## config.mk

```make
export PLATFORM = sky130hd
export DESIGN_NAME = i2c_target_byte_controller_core
export DESIGN_NICKNAME = d
export VERILOG_FILES = /design/src/hw/rtl/i2ctbc_pkg.sv /design/src/hw/rtl/i2c_target_byte_controller_core.sv
export SDC_FILE = /design/constraint.sdc
export NUM_CORES = 1
export LEC_CHECK = 0
export BUFFER_PORTS_ARGS = -buffer_cell sky130_fd_sc_hd__buf_2
export CORE_ASPECT_RATIO = 0.75
export CORE_MARGIN = 2
export CORE_UTILIZATION = 45
export DETAILED_ROUTE_END_ITERATION = 8
export PLACE_DENSITY = 0.81
export SLEW_MARGIN = 20
export SYNTH_ARGS = -nofsm -noshare
export SYNTH_HDL_FRONTEND = slang
export SYNTH_SLANG_ARGS = --single-unit
```

## constraint.sdc

```tcl
create_clock -name clk -period 2.45 [get_ports clk]
set_input_delay 0.1225 -clock clk [delete_from_list [all_inputs] [get_ports clk]]
set_output_delay 0.1225 -clock clk [all_outputs]
set_load 0.005 [all_outputs]
```

## src/hw/rtl/i2ctbc_pkg.sv

```systemverilog
// ----------------------------------------------------------------------------
// i2ctbc_pkg
// shared word types and codes of the i2c target byte controller
// ----------------------------------------------------------------------------
package i2ctbc_pkg;

    localparam int unsigned ADDR_W  = 7;
    localparam int unsigned BYTE_W  = 8;
    localparam int unsigned EVENT_W = 3;

    // shift register preload values for the acknowledge slot
    localparam logic [BYTE_W-1:0] ACK_VAL  = 8'h00;
    localparam logic [BYTE_W-1:0] NACK_VAL = 8'hFF;

    // request kinds
    localparam logic REQ_START    = 1'b0;
    localparam logic REQ_OVERFLOW = 1'b1;

    // application event codes
    localparam logic [EVENT_W-1:0] EV_NONE       = 3'd0;
    localparam logic [EVENT_W-1:0] EV_OPEN_READ  = 3'd1;
    localparam logic [EVENT_W-1:0] EV_OPEN_WRITE = 3'd2;
    localparam logic [EVENT_W-1:0] EV_FETCHED    = 3'd3;
    localparam logic [EVENT_W-1:0] EV_DELIVERED  = 3'd4;

    typedef struct packed {
        logic              req_type;
        logic              sda_level;
        logic [BYTE_W-1:0] shift_data;
        logic              open_accept;
        logic [BYTE_W-1:0] tx_byte;
        logic              tx_valid;
        logic              rx_accept;
    } req_word_t;

    typedef struct packed {
        logic               load_valid;
        logic [BYTE_W-1:0]  load_value;
        logic               drive_sda;
        logic               count_one_bit;
        logic               bus_engaged;
        logic [EVENT_W-1:0] app_event;
        logic [BYTE_W-1:0]  rx_byte;
    } rsp_word_t;

endpackage

```

## src/hw/rtl/i2c_target_byte_controller_core.sv

```systemverilog
// ----------------------------------------------------------------------------
// i2c_target_byte_controller_core
// byte-level sequencer of an i2c target over an external shift register
// ----------------------------------------------------------------------------
// Each request word is one bus event: a start condition or a shift counter
// overflow. The core answers every request with exactly one response word
// that tells the shift logic what to preload (data byte, 0x00 ack, 0xFF nack),
// whether to drive sda, whether the counter is preset for one bit or eight,
// whether the bus stays engaged, and which event to report to the
// application. A request is held in an input register, the decision
// logic runs between that register and the response register, so a word can
// enter every cycle unless stalled; its response word is loaded into the
// response register. The sustained rate is one word per cycle while
// rsp_stall is low, set by the single registered decision pass. Both sides
// use valid/stall; while rsp_stall holds a response, the input register can
// still take one more request, and req_stall rises only once both registers
// are full, dropping in the same cycle that rsp_stall drops. The own
// address register is written through the cfg channel, which is always
// ready, and should only be changed while no request is in flight.
module i2c_target_byte_controller_core (
    input  logic                         clk,
    input  logic                         rst_n,

    // request channel
    input  logic                         req_valid,
    output logic                         req_stall,
    input  i2ctbc_pkg::req_word_t        req_word,

    // response channel
    output logic                         rsp_valid,
    input  logic                         rsp_stall,
    output i2ctbc_pkg::rsp_word_t        rsp_word,

    // own address write channel
    input  logic                         cfg_valid,
    output logic                         cfg_ready,
    input  logic [i2ctbc_pkg::ADDR_W-1:0] cfg_data
);
    import i2ctbc_pkg::*;

    // byte phase of the transfer
    typedef enum logic [2:0] {
        PH_ADDR       = 3'd0,
        PH_READ_DATA  = 3'd1,
        PH_READ_ACK   = 3'd2,
        PH_WRITE_DATA = 3'd3,
        PH_WRITE_ACK  = 3'd4
    } phase_t;

    phase_t             phase_reg,   phase_next;
    logic               engaged_reg, engaged_next;
    logic [ADDR_W-1:0]  own_addr_reg;

    // input register
    logic               s1_valid_reg;
    req_word_t          s1_word_reg;

    // response register
    logic               out_valid_reg;
    rsp_word_t          out_word_reg;
    rsp_word_t          out_word_next;

    logic               advance;
    logic               release_bus;

    // the input stage moves on when the response register is free or drains
    assign advance   = s1_valid_reg && (!out_valid_reg || !rsp_stall);
    assign req_stall = s1_valid_reg && !advance;
    assign cfg_ready = 1'b1;

    assign rsp_valid = out_valid_reg;
    assign rsp_word  = out_word_reg;

    // decision pass for the word in the input register
    always_comb
    begin
        phase_next    = phase_reg;
        engaged_next  = engaged_reg;
        release_bus   = 1'b0;
        out_word_next = '0;

        if (s1_word_reg.req_type == REQ_START)
        begin
            // a stop right after the start leaves the bus idle
            phase_next   = PH_ADDR;
            engaged_next = !s1_word_reg.sda_level;
        end
        else if (engaged_reg)
        begin
            case (phase_reg)
                PH_ADDR:
                begin
                    if (s1_word_reg.shift_data[BYTE_W-1:1] != own_addr_reg)
                    begin
                        release_bus = 1'b1;
                    end
                    else
                    begin
                        // r/w bit picks read or write transfer
                        out_word_next.app_event     = s1_word_reg.shift_data[0] ?
                                                      EV_OPEN_READ : EV_OPEN_WRITE;
                        out_word_next.load_valid    = 1'b1;
                        out_word_next.load_value    = s1_word_reg.open_accept ?
                                                      ACK_VAL : NACK_VAL;
                        out_word_next.drive_sda     = 1'b1;
                        out_word_next.count_one_bit = 1'b1;
                        if (s1_word_reg.shift_data[0])
                        begin
                            phase_next = PH_READ_DATA;
                        end
                        else
                        begin
                            phase_next = PH_WRITE_DATA;
                        end
                    end
                end
                PH_READ_DATA:
                begin
                    // nonzero ack bits mean the controller did not ack
                    if (s1_word_reg.shift_data != ACK_VAL)
                    begin
                        release_bus = 1'b1;
                    end
                    else
                    begin
                        // fetch is reported even if the application declines
                        out_word_next.app_event = EV_FETCHED;
                        if (!s1_word_reg.tx_valid)
                        begin
                            release_bus = 1'b1;
                        end
                        else
                        begin
                            out_word_next.load_valid = 1'b1;
                            out_word_next.load_value = s1_word_reg.tx_byte;
                            out_word_next.drive_sda  = 1'b1;
                            phase_next = PH_READ_ACK;
                        end
                    end
                end
                PH_READ_ACK:
                begin
                    // release sda to sample the controller's ack bit
                    out_word_next.load_valid    = 1'b1;
                    out_word_next.load_value    = ACK_VAL;
                    out_word_next.count_one_bit = 1'b1;
                    phase_next = PH_READ_DATA;
                end
                PH_WRITE_DATA:
                begin
                    if (s1_word_reg.shift_data != ACK_VAL)
                    begin
                        release_bus = 1'b1;
                    end
                    else
                    begin
                        phase_next = PH_WRITE_ACK;
                    end
                end
                PH_WRITE_ACK:
                begin
                    out_word_next.app_event     = EV_DELIVERED;
                    out_word_next.rx_byte       = s1_word_reg.shift_data;
                    out_word_next.load_valid    = 1'b1;
                    out_word_next.load_value    = s1_word_reg.rx_accept ?
                                                  ACK_VAL : NACK_VAL;
                    out_word_next.drive_sda     = 1'b1;
                    out_word_next.count_one_bit = 1'b1;
                    phase_next = PH_WRITE_DATA;
                end
                default:
                begin
                    release_bus = 1'b1;
                end
            endcase

            if (release_bus)
            begin
                engaged_next = 1'b0;
                phase_next   = PH_ADDR;
            end
        end

        out_word_next.bus_engaged = engaged_next;
    end

    // state, input register and response register
    always_ff @(posedge clk or negedge rst_n)
    begin
        if (!rst_n)
        begin
            phase_reg     <= PH_ADDR;
            engaged_reg   <= 1'b0;
            own_addr_reg  <= '0;
            s1_valid_reg  <= 1'b0;
            out_valid_reg <= 1'b0;
        end
        else
        begin
            if (cfg_valid && cfg_ready)
            begin
                own_addr_reg <= cfg_data;
            end

            if (req_valid && !req_stall)
            begin
                s1_valid_reg <= 1'b1;
                s1_word_reg  <= req_word;
            end
            else if (advance)
            begin
                s1_valid_reg <= 1'b0;
            end

            if (advance)
            begin
                phase_reg     <= phase_next;
                engaged_reg   <= engaged_next;
                out_valid_reg <= 1'b1;
                out_word_reg  <= out_word_next;
            end
            else if (!rsp_stall)
            begin
                out_valid_reg <= 1'b0;
            end
        end
    end

    // a decided word always lands in the response register
    assert property (@(posedge clk) disable iff (!rst_n)
        advance |=> out_valid_reg)
        else $error("decided word did not reach response register");

    // the input stage only pushes back while it holds a word
    assert property (@(posedge clk) disable iff (!rst_n)
        req_stall |-> s1_valid_reg)
        else $error("request stalled with empty input register");

    // a released bus never drives sda or preloads the shift register
    assert property (@(posedge clk) disable iff (!rst_n)
        (out_valid_reg && !out_word_reg.bus_engaged) |->
        (!out_word_reg.drive_sda && !out_word_reg.load_valid))
        else $error("sda driven or load issued on an idle bus");

    // received byte is only reported with a delivery event
    assert property (@(posedge clk) disable iff (!rst_n)
        (out_valid_reg && out_word_reg.app_event != EV_DELIVERED) |->
        (out_word_reg.rx_byte == '0))
        else $error("rx byte set without a delivery event");

    // engaged state only comes up through a start event
    assert property (@(posedge clk) disable iff (!rst_n)
        $rose(engaged_reg) |->
        ($past(advance) && $past(s1_word_reg.req_type) == REQ_START))
        else $error("bus engaged without a start event");

endmodule

```

# Word-level counts from Yosys, hierarchy flattened
# Index checks and enable logic that the tools add are counted.
dict set report word_totals {
  reg_bits 57
  latch_bits 0
  mem_bits_rw 0
  mem_bits_ro 0
  out_inout_bits 26
  word_cells 84
  n_memories 0
}
dict set report classes {
  n_addsub 0
  multipliers 0
  n_div 0
  magnitude_cmp 0
  eq_ne 12
  shift 0
  muxes 35
  bitwise 0
  reduce_logical 18
}
# operator n
set op_table {}
lappend op_table {{$pmux W9 S4} 1}
lappend op_table {{$mux W3} 7}
lappend op_table {{$mux W10} 2}
lappend op_table {{$mux W8} 2}
lappend op_table {{$ne A4 B4 Y1 const B} 4}
lappend op_table {{$pmux W3 S5} 1}
lappend op_table {{$mux W1} 13}
lappend op_table {{$mux W11} 1}
lappend op_table {{$pmux W3 S3} 1}
lappend op_table {{$mux W2} 4}
lappend op_table {{$reduce_bool A8 Y1} 1}
lappend op_table {{$ne A7 B1 Y1 const B} 1}
lappend op_table {{$ne A7 B7 Y1} 1}
lappend op_table {{$reduce_and A7 Y1} 1}
lappend op_table {{$eq A3 B2 Y1 const B} 2}
lappend op_table {{$reduce_and A2 Y1} 3}
lappend op_table {{$logic_not A1 Y1} 5}
lappend op_table {{$pmux W1 S4} 1}
lappend op_table {{$eq A3 B1 Y1 const B} 1}
lappend op_table {{$eq A3 B3 Y1 const B} 1}
lappend op_table {{$logic_and A1 B1 Y1} 3}
lappend op_table {{$logic_not A3 Y1} 1}
lappend op_table {{$pmux W1 S3} 1}
lappend op_table {{$reduce_and A3 Y1} 1}
lappend op_table {{6 further kinds} 6}

# Longest topological paths before layout
dict set report logic_depth {
  word_depth 8
  mapped_depth 6
}

# Least setup slack after synthesis
# OpenSTA, ideal clock, no wires.
dict set report synth_timing {
  kind {reg2reg}
  startpoint {register out_valid_reg (netlist: rsp_valid)}
  endpoint {register out_word_reg (netlist bit rsp_word[0]), enable pin}
  setup_time_ns 0.382
  arrival_ns 1.351
  setup_slack_ns 0.717
  path_stages_with_launch 3
  period_less_slack_ns 1.733
  cell_sequence {dfrtp_1 > a21boi_0 > and2_1}
}
dict set report synth_between {
  elab_chain_len 4
}
# item line
set synth_rtl {}
lappend synth_rtl {{start, declared} i2c_target_byte_controller_core.sv:59} ;# logic out_valid_reg;
lappend synth_rtl {{start signal, assigned} i2c_target_byte_controller_core.sv:196} ;# out_valid_reg <= 1'b0;
lappend synth_rtl {{start signal, assigned} i2c_target_byte_controller_core.sv:219} ;# out_valid_reg <= 1'b1;
lappend synth_rtl {{start signal, assigned} i2c_target_byte_controller_core.sv:224} ;# out_valid_reg <= 1'b0;
lappend synth_rtl {{$logic_not A1 Y1} i2c_target_byte_controller_core.sv:67} ;# assign advance = s1_valid_reg && (!out_valid_reg || !rsp_stall);
lappend synth_rtl {{$logic_or A1 B1 Y1} i2c_target_byte_controller_core.sv:67}
lappend synth_rtl {{$logic_and A1 B1 Y1} i2c_target_byte_controller_core.sv:67}
lappend synth_rtl {{$reduce_and A2 Y1 (no source line)} -}
lappend synth_rtl {{end signal, assigned} i2c_target_byte_controller_core.sv:220} ;# out_word_reg <= out_word_next;
lappend synth_rtl {{end, declared} i2c_target_byte_controller_core.sv:60} ;# rsp_word_t out_word_reg;
# Every way passes these cells.
# A chain may end at the register's enable or synchronous reset.

# Worst setup path after layout
dict set report layout_timing {
  startpoint {register s1_word_reg[18] in the netlist's numbering}
  endpoint {register out_word_reg (netlist bit rsp_word[17]) (data pin)}
}
dict set report layout_between {
  elab_chain_len 3
  elab_cells_between_ends 5
  classes_between {eq/ne (1); mux (3); reduce/logical (1)}
}
# item line
set layout_rtl {}
lappend layout_rtl {{start, declared} i2c_target_byte_controller_core.sv:56} ;# req_word_t s1_word_reg;
lappend layout_rtl {{start signal, assigned} i2c_target_byte_controller_core.sv:208} ;# s1_word_reg <= req_word;
lappend layout_rtl {{$ne A7 B7 Y1 or $reduce_bool A8 Y1 (tied branches)} {i2c_target_byte_controller_core.sv:93, i2c_target_byte_controller_core.sv:120}}
lappend layout_rtl {{$mux W11 or $mux W10 (tied branches)} {i2c_target_byte_controller_core.sv:93, i2c_target_byte_controller_core.sv:120}}
lappend layout_rtl {{$pmux W9 S4 *} i2c_target_byte_controller_core.sv:90} ;# case (phase_reg)
# Every way passes the cells marked *; elsewhere a longest branch is shown, timed or not.

==> results.toml <==
[outcome]
status = "complete, no violations"

[die]
placementRows = 22
coreArea_um2 = 4980
die_area_um2 = 5860
io_pins = 59
start_util = 0.475
chipWidth_um = 87.8
die_height_um = 66.8

[power_and_ir_drop]
total_leakage_power_nw = 1.21
irDropWorstVdd_v = 0.000328
p_per_area_nw_per_um2 = 653

[timing]
rsz0062_at_grt = "false"
setup_viol = 0
fmax_ghz = 0.483
slew_headroom = 0.605
skew_ps = 5.26
slew_violations = 0
fin_tns_setup_ps = 0
hold_viol_final = 0
fin_crit_sh = 0.845
worstMarginPinSlew_ps = 588
fin_crit_ps = 2070

[layout]
diodes = 0
area.growth.synth_to_final_pct = 30.1
final_layout_size_suffix_gt1_frac = 0.358
multi_input_area_um2 = 642
fin_area_um2 = 3080
final_nets = 282
final.fill_count = 389
regArea_um2 = 1650
largest_reg_flops = 23

[synthesis]
syn_nets = 196
syn_area_um2 = 2370
synth.largest_area_cell = "edfxtp_1"
synthSimpleGateAreaFrac = 0.107
synth_top_family_by_area = "simple AND/OR/NAND/NOR gates"
synth-warning-count = 0
syn_inst = 163
ys_types = 39
synth_area_leaders = "edfxtp_1 (56%), dfrtp_1 (14%), mux2_2 (3.3%)"
syn-mean-instance-area_um2 = 14.5
synth_top_area_frac = 0.558
synthAdderAreaFrac = 0
synthMuxAreaShare = 0.0333
synth_compound_area_frac = 0.0994
synth-seq-cells = 57
ys_seq_area_frac = 0.696
synth-xor-area-share = 0.0296

[route]
avgRoutedWirePerCell_um = 14.7
drc = 0
drt_iter0_drc = 116
totalWireLength_um = 4780
vias = 1643
vias_per_cell = 5.04
ant_nets = 0
drt_pass1_iterations = 5

[setup_path]
critPathKind = "flop to flop"
start_kind = "flop"
worstPathRequired_ps = 2630
cp_max_fo = 11
worstPathArrival_ps = 2250
end_kind = "flop"

[global_route]
gr-usage-met1 = 0.237
grt_max_degree = 24
antenna_found_initial = 0
gr-max-usage-layer = "met2"
grt_use_total = 0.184
grt_first_pass_wirelength_um = 7630
grt_pass1_vias = 1577
grt_remaining_overflow = 0
met3_usage = 0.0855
gr-usage-met2 = 0.276

[min_path]
holdCritPathClass = "input port to flop"

[run]
maxCapViolations = 0

[clocking]
htreeDepth = 3
ctsHoldBuffers = 23
cts_tree = "done"
clk_pin_slew_ps = 60
cts_buffers = 9
clock-sinks = 57
cts_root_buf = "clkbuf_8"
postCtsResizedCells = 0
clock_path_buffers = 2
insertion_delay_ps = 340
postCtsSetupBuffers = 0

[place]
dpl_cell_area_um2 = 2690
gp_congestion = 0.802
port_buffers = 57
dpl.hpwl_um = 3240
==> critical path: stages (launching register included) <==
cell	delay, ps
edfxtp_1	420
or4_4	570
nor4_4	530
a31oi_1	180
a21oi_1	200
==> worst paths after layout <==
| kind | startpoint | endpoint | slack (ps) | cells after the start |
|---|---|---|---|---|
| max | s1_word_reg[18] | rsp_word[17] | 380 | 4 |
| min | cfg_data[1] | own_addr_reg[1] | 20 | 2 |
| max reg2reg | s1_word_reg[18] | rsp_word[17] | 380 | 4 |
| min reg2reg | s1_valid_reg | rsp_valid | 490 | 1 |
| max in group asynchronous | rst_n | rsp_valid | 1980 | 2 |
| min in group asynchronous | rst_n | own_addr_reg[6] | 220 | 2 |
==> cells by family (layout without fill, tap and decap cells) <==
logic type                Yosys count  after routing
DFF                                57             57
and+or+nand+nor                    40             40
AOI/OAI and AO/OA                  39             39
buffers and inverters              11            102
xor gates and xnor gates            8              8
muxes                               7              7
other                               1              1
==> cell usage after synthesis (all sizes together) <==
cell type / n
nand2b: 1
or3b: 1
dfrtp: 13
a21o: 1
nand3: 3
a41oi: 2
o22ai: 3
inv: 4
nand4: 1
edfxtp: 44
nor4: 2
a21boi: 2
o31ai: 2
clkbuf: 2
o21ai: 7
a21oi: 12
nand2: 8
conb: 1
a31oi: 10
and2: 9
or2: 1
or4: 2
xor2: 8
nor2: 8
buf: 5
nand4b: 1
and3: 1
nor3: 2
mux2: 7
==> per-stage QoR <==
step,setup slack (ps),hold slack (ps),power [W],utilization,instances
floorplan,717,-173,0.00122,-,163
global placement,515,33.6,0.00128,0.541,287
detailed placement,408,45.6,0.00129,0.541,287
CTS,391,2.69,0.00202,0.618,326
global route,235,9.80,0.00209,0.618,326
finish,381,16.9,0.00201,0.618,326
==> area by class of cell <==
type | count | share of cell area
clock buffers | 12 | 0.0439
clock inverters | 4 | 0.00650
inverters | 4 | 0.00488
multi-input cells | 95 | 0.208
flip-flops and latches | 57 | 0.535
well taps | 72 | 0.0293
repair buffers | 82 | 0.172
==> routing by layer <==
layer,up-vias,share of wire
met5,-,0
met4,0,0.017
met3,7,0.075
met2,68,0.46
met1,782,0.45
li1,786,-
==> cell usage in the layout, fill, tap and decap left out, types with 4 or more instances in the layout <==
| cell type | count |
|---|---|
| inv_1 | 4 |
| dfrtp_1 | 13 |
| mux2_2 | 7 |
| xor2_1 | 8 |
| nand2_1 | 7 |
| buf_2 | 57 |
| edfxtp_1 | 44 |
| o21ai_0 | 5 |
| dlygate4sd3_1 | 23 |
| clkbuf_8 | 9 |
| and2_1 | 7 |
| a31oi_1 | 10 |
| nor2_1 | 7 |
| clkinv_2 | 4 |
| a21oi_1 | 12 |
==> where the power goes <==
part	internal, W	switching (W)	total, W	leakage, nW
clock network	0.000360	0.000350	0.000710	0.0839
logic	0.0000882	0.0000848	0.000173	0.557
registers	0.00110	0.0000297	0.00113	0.565
Power figures use the tool's default switching activity.
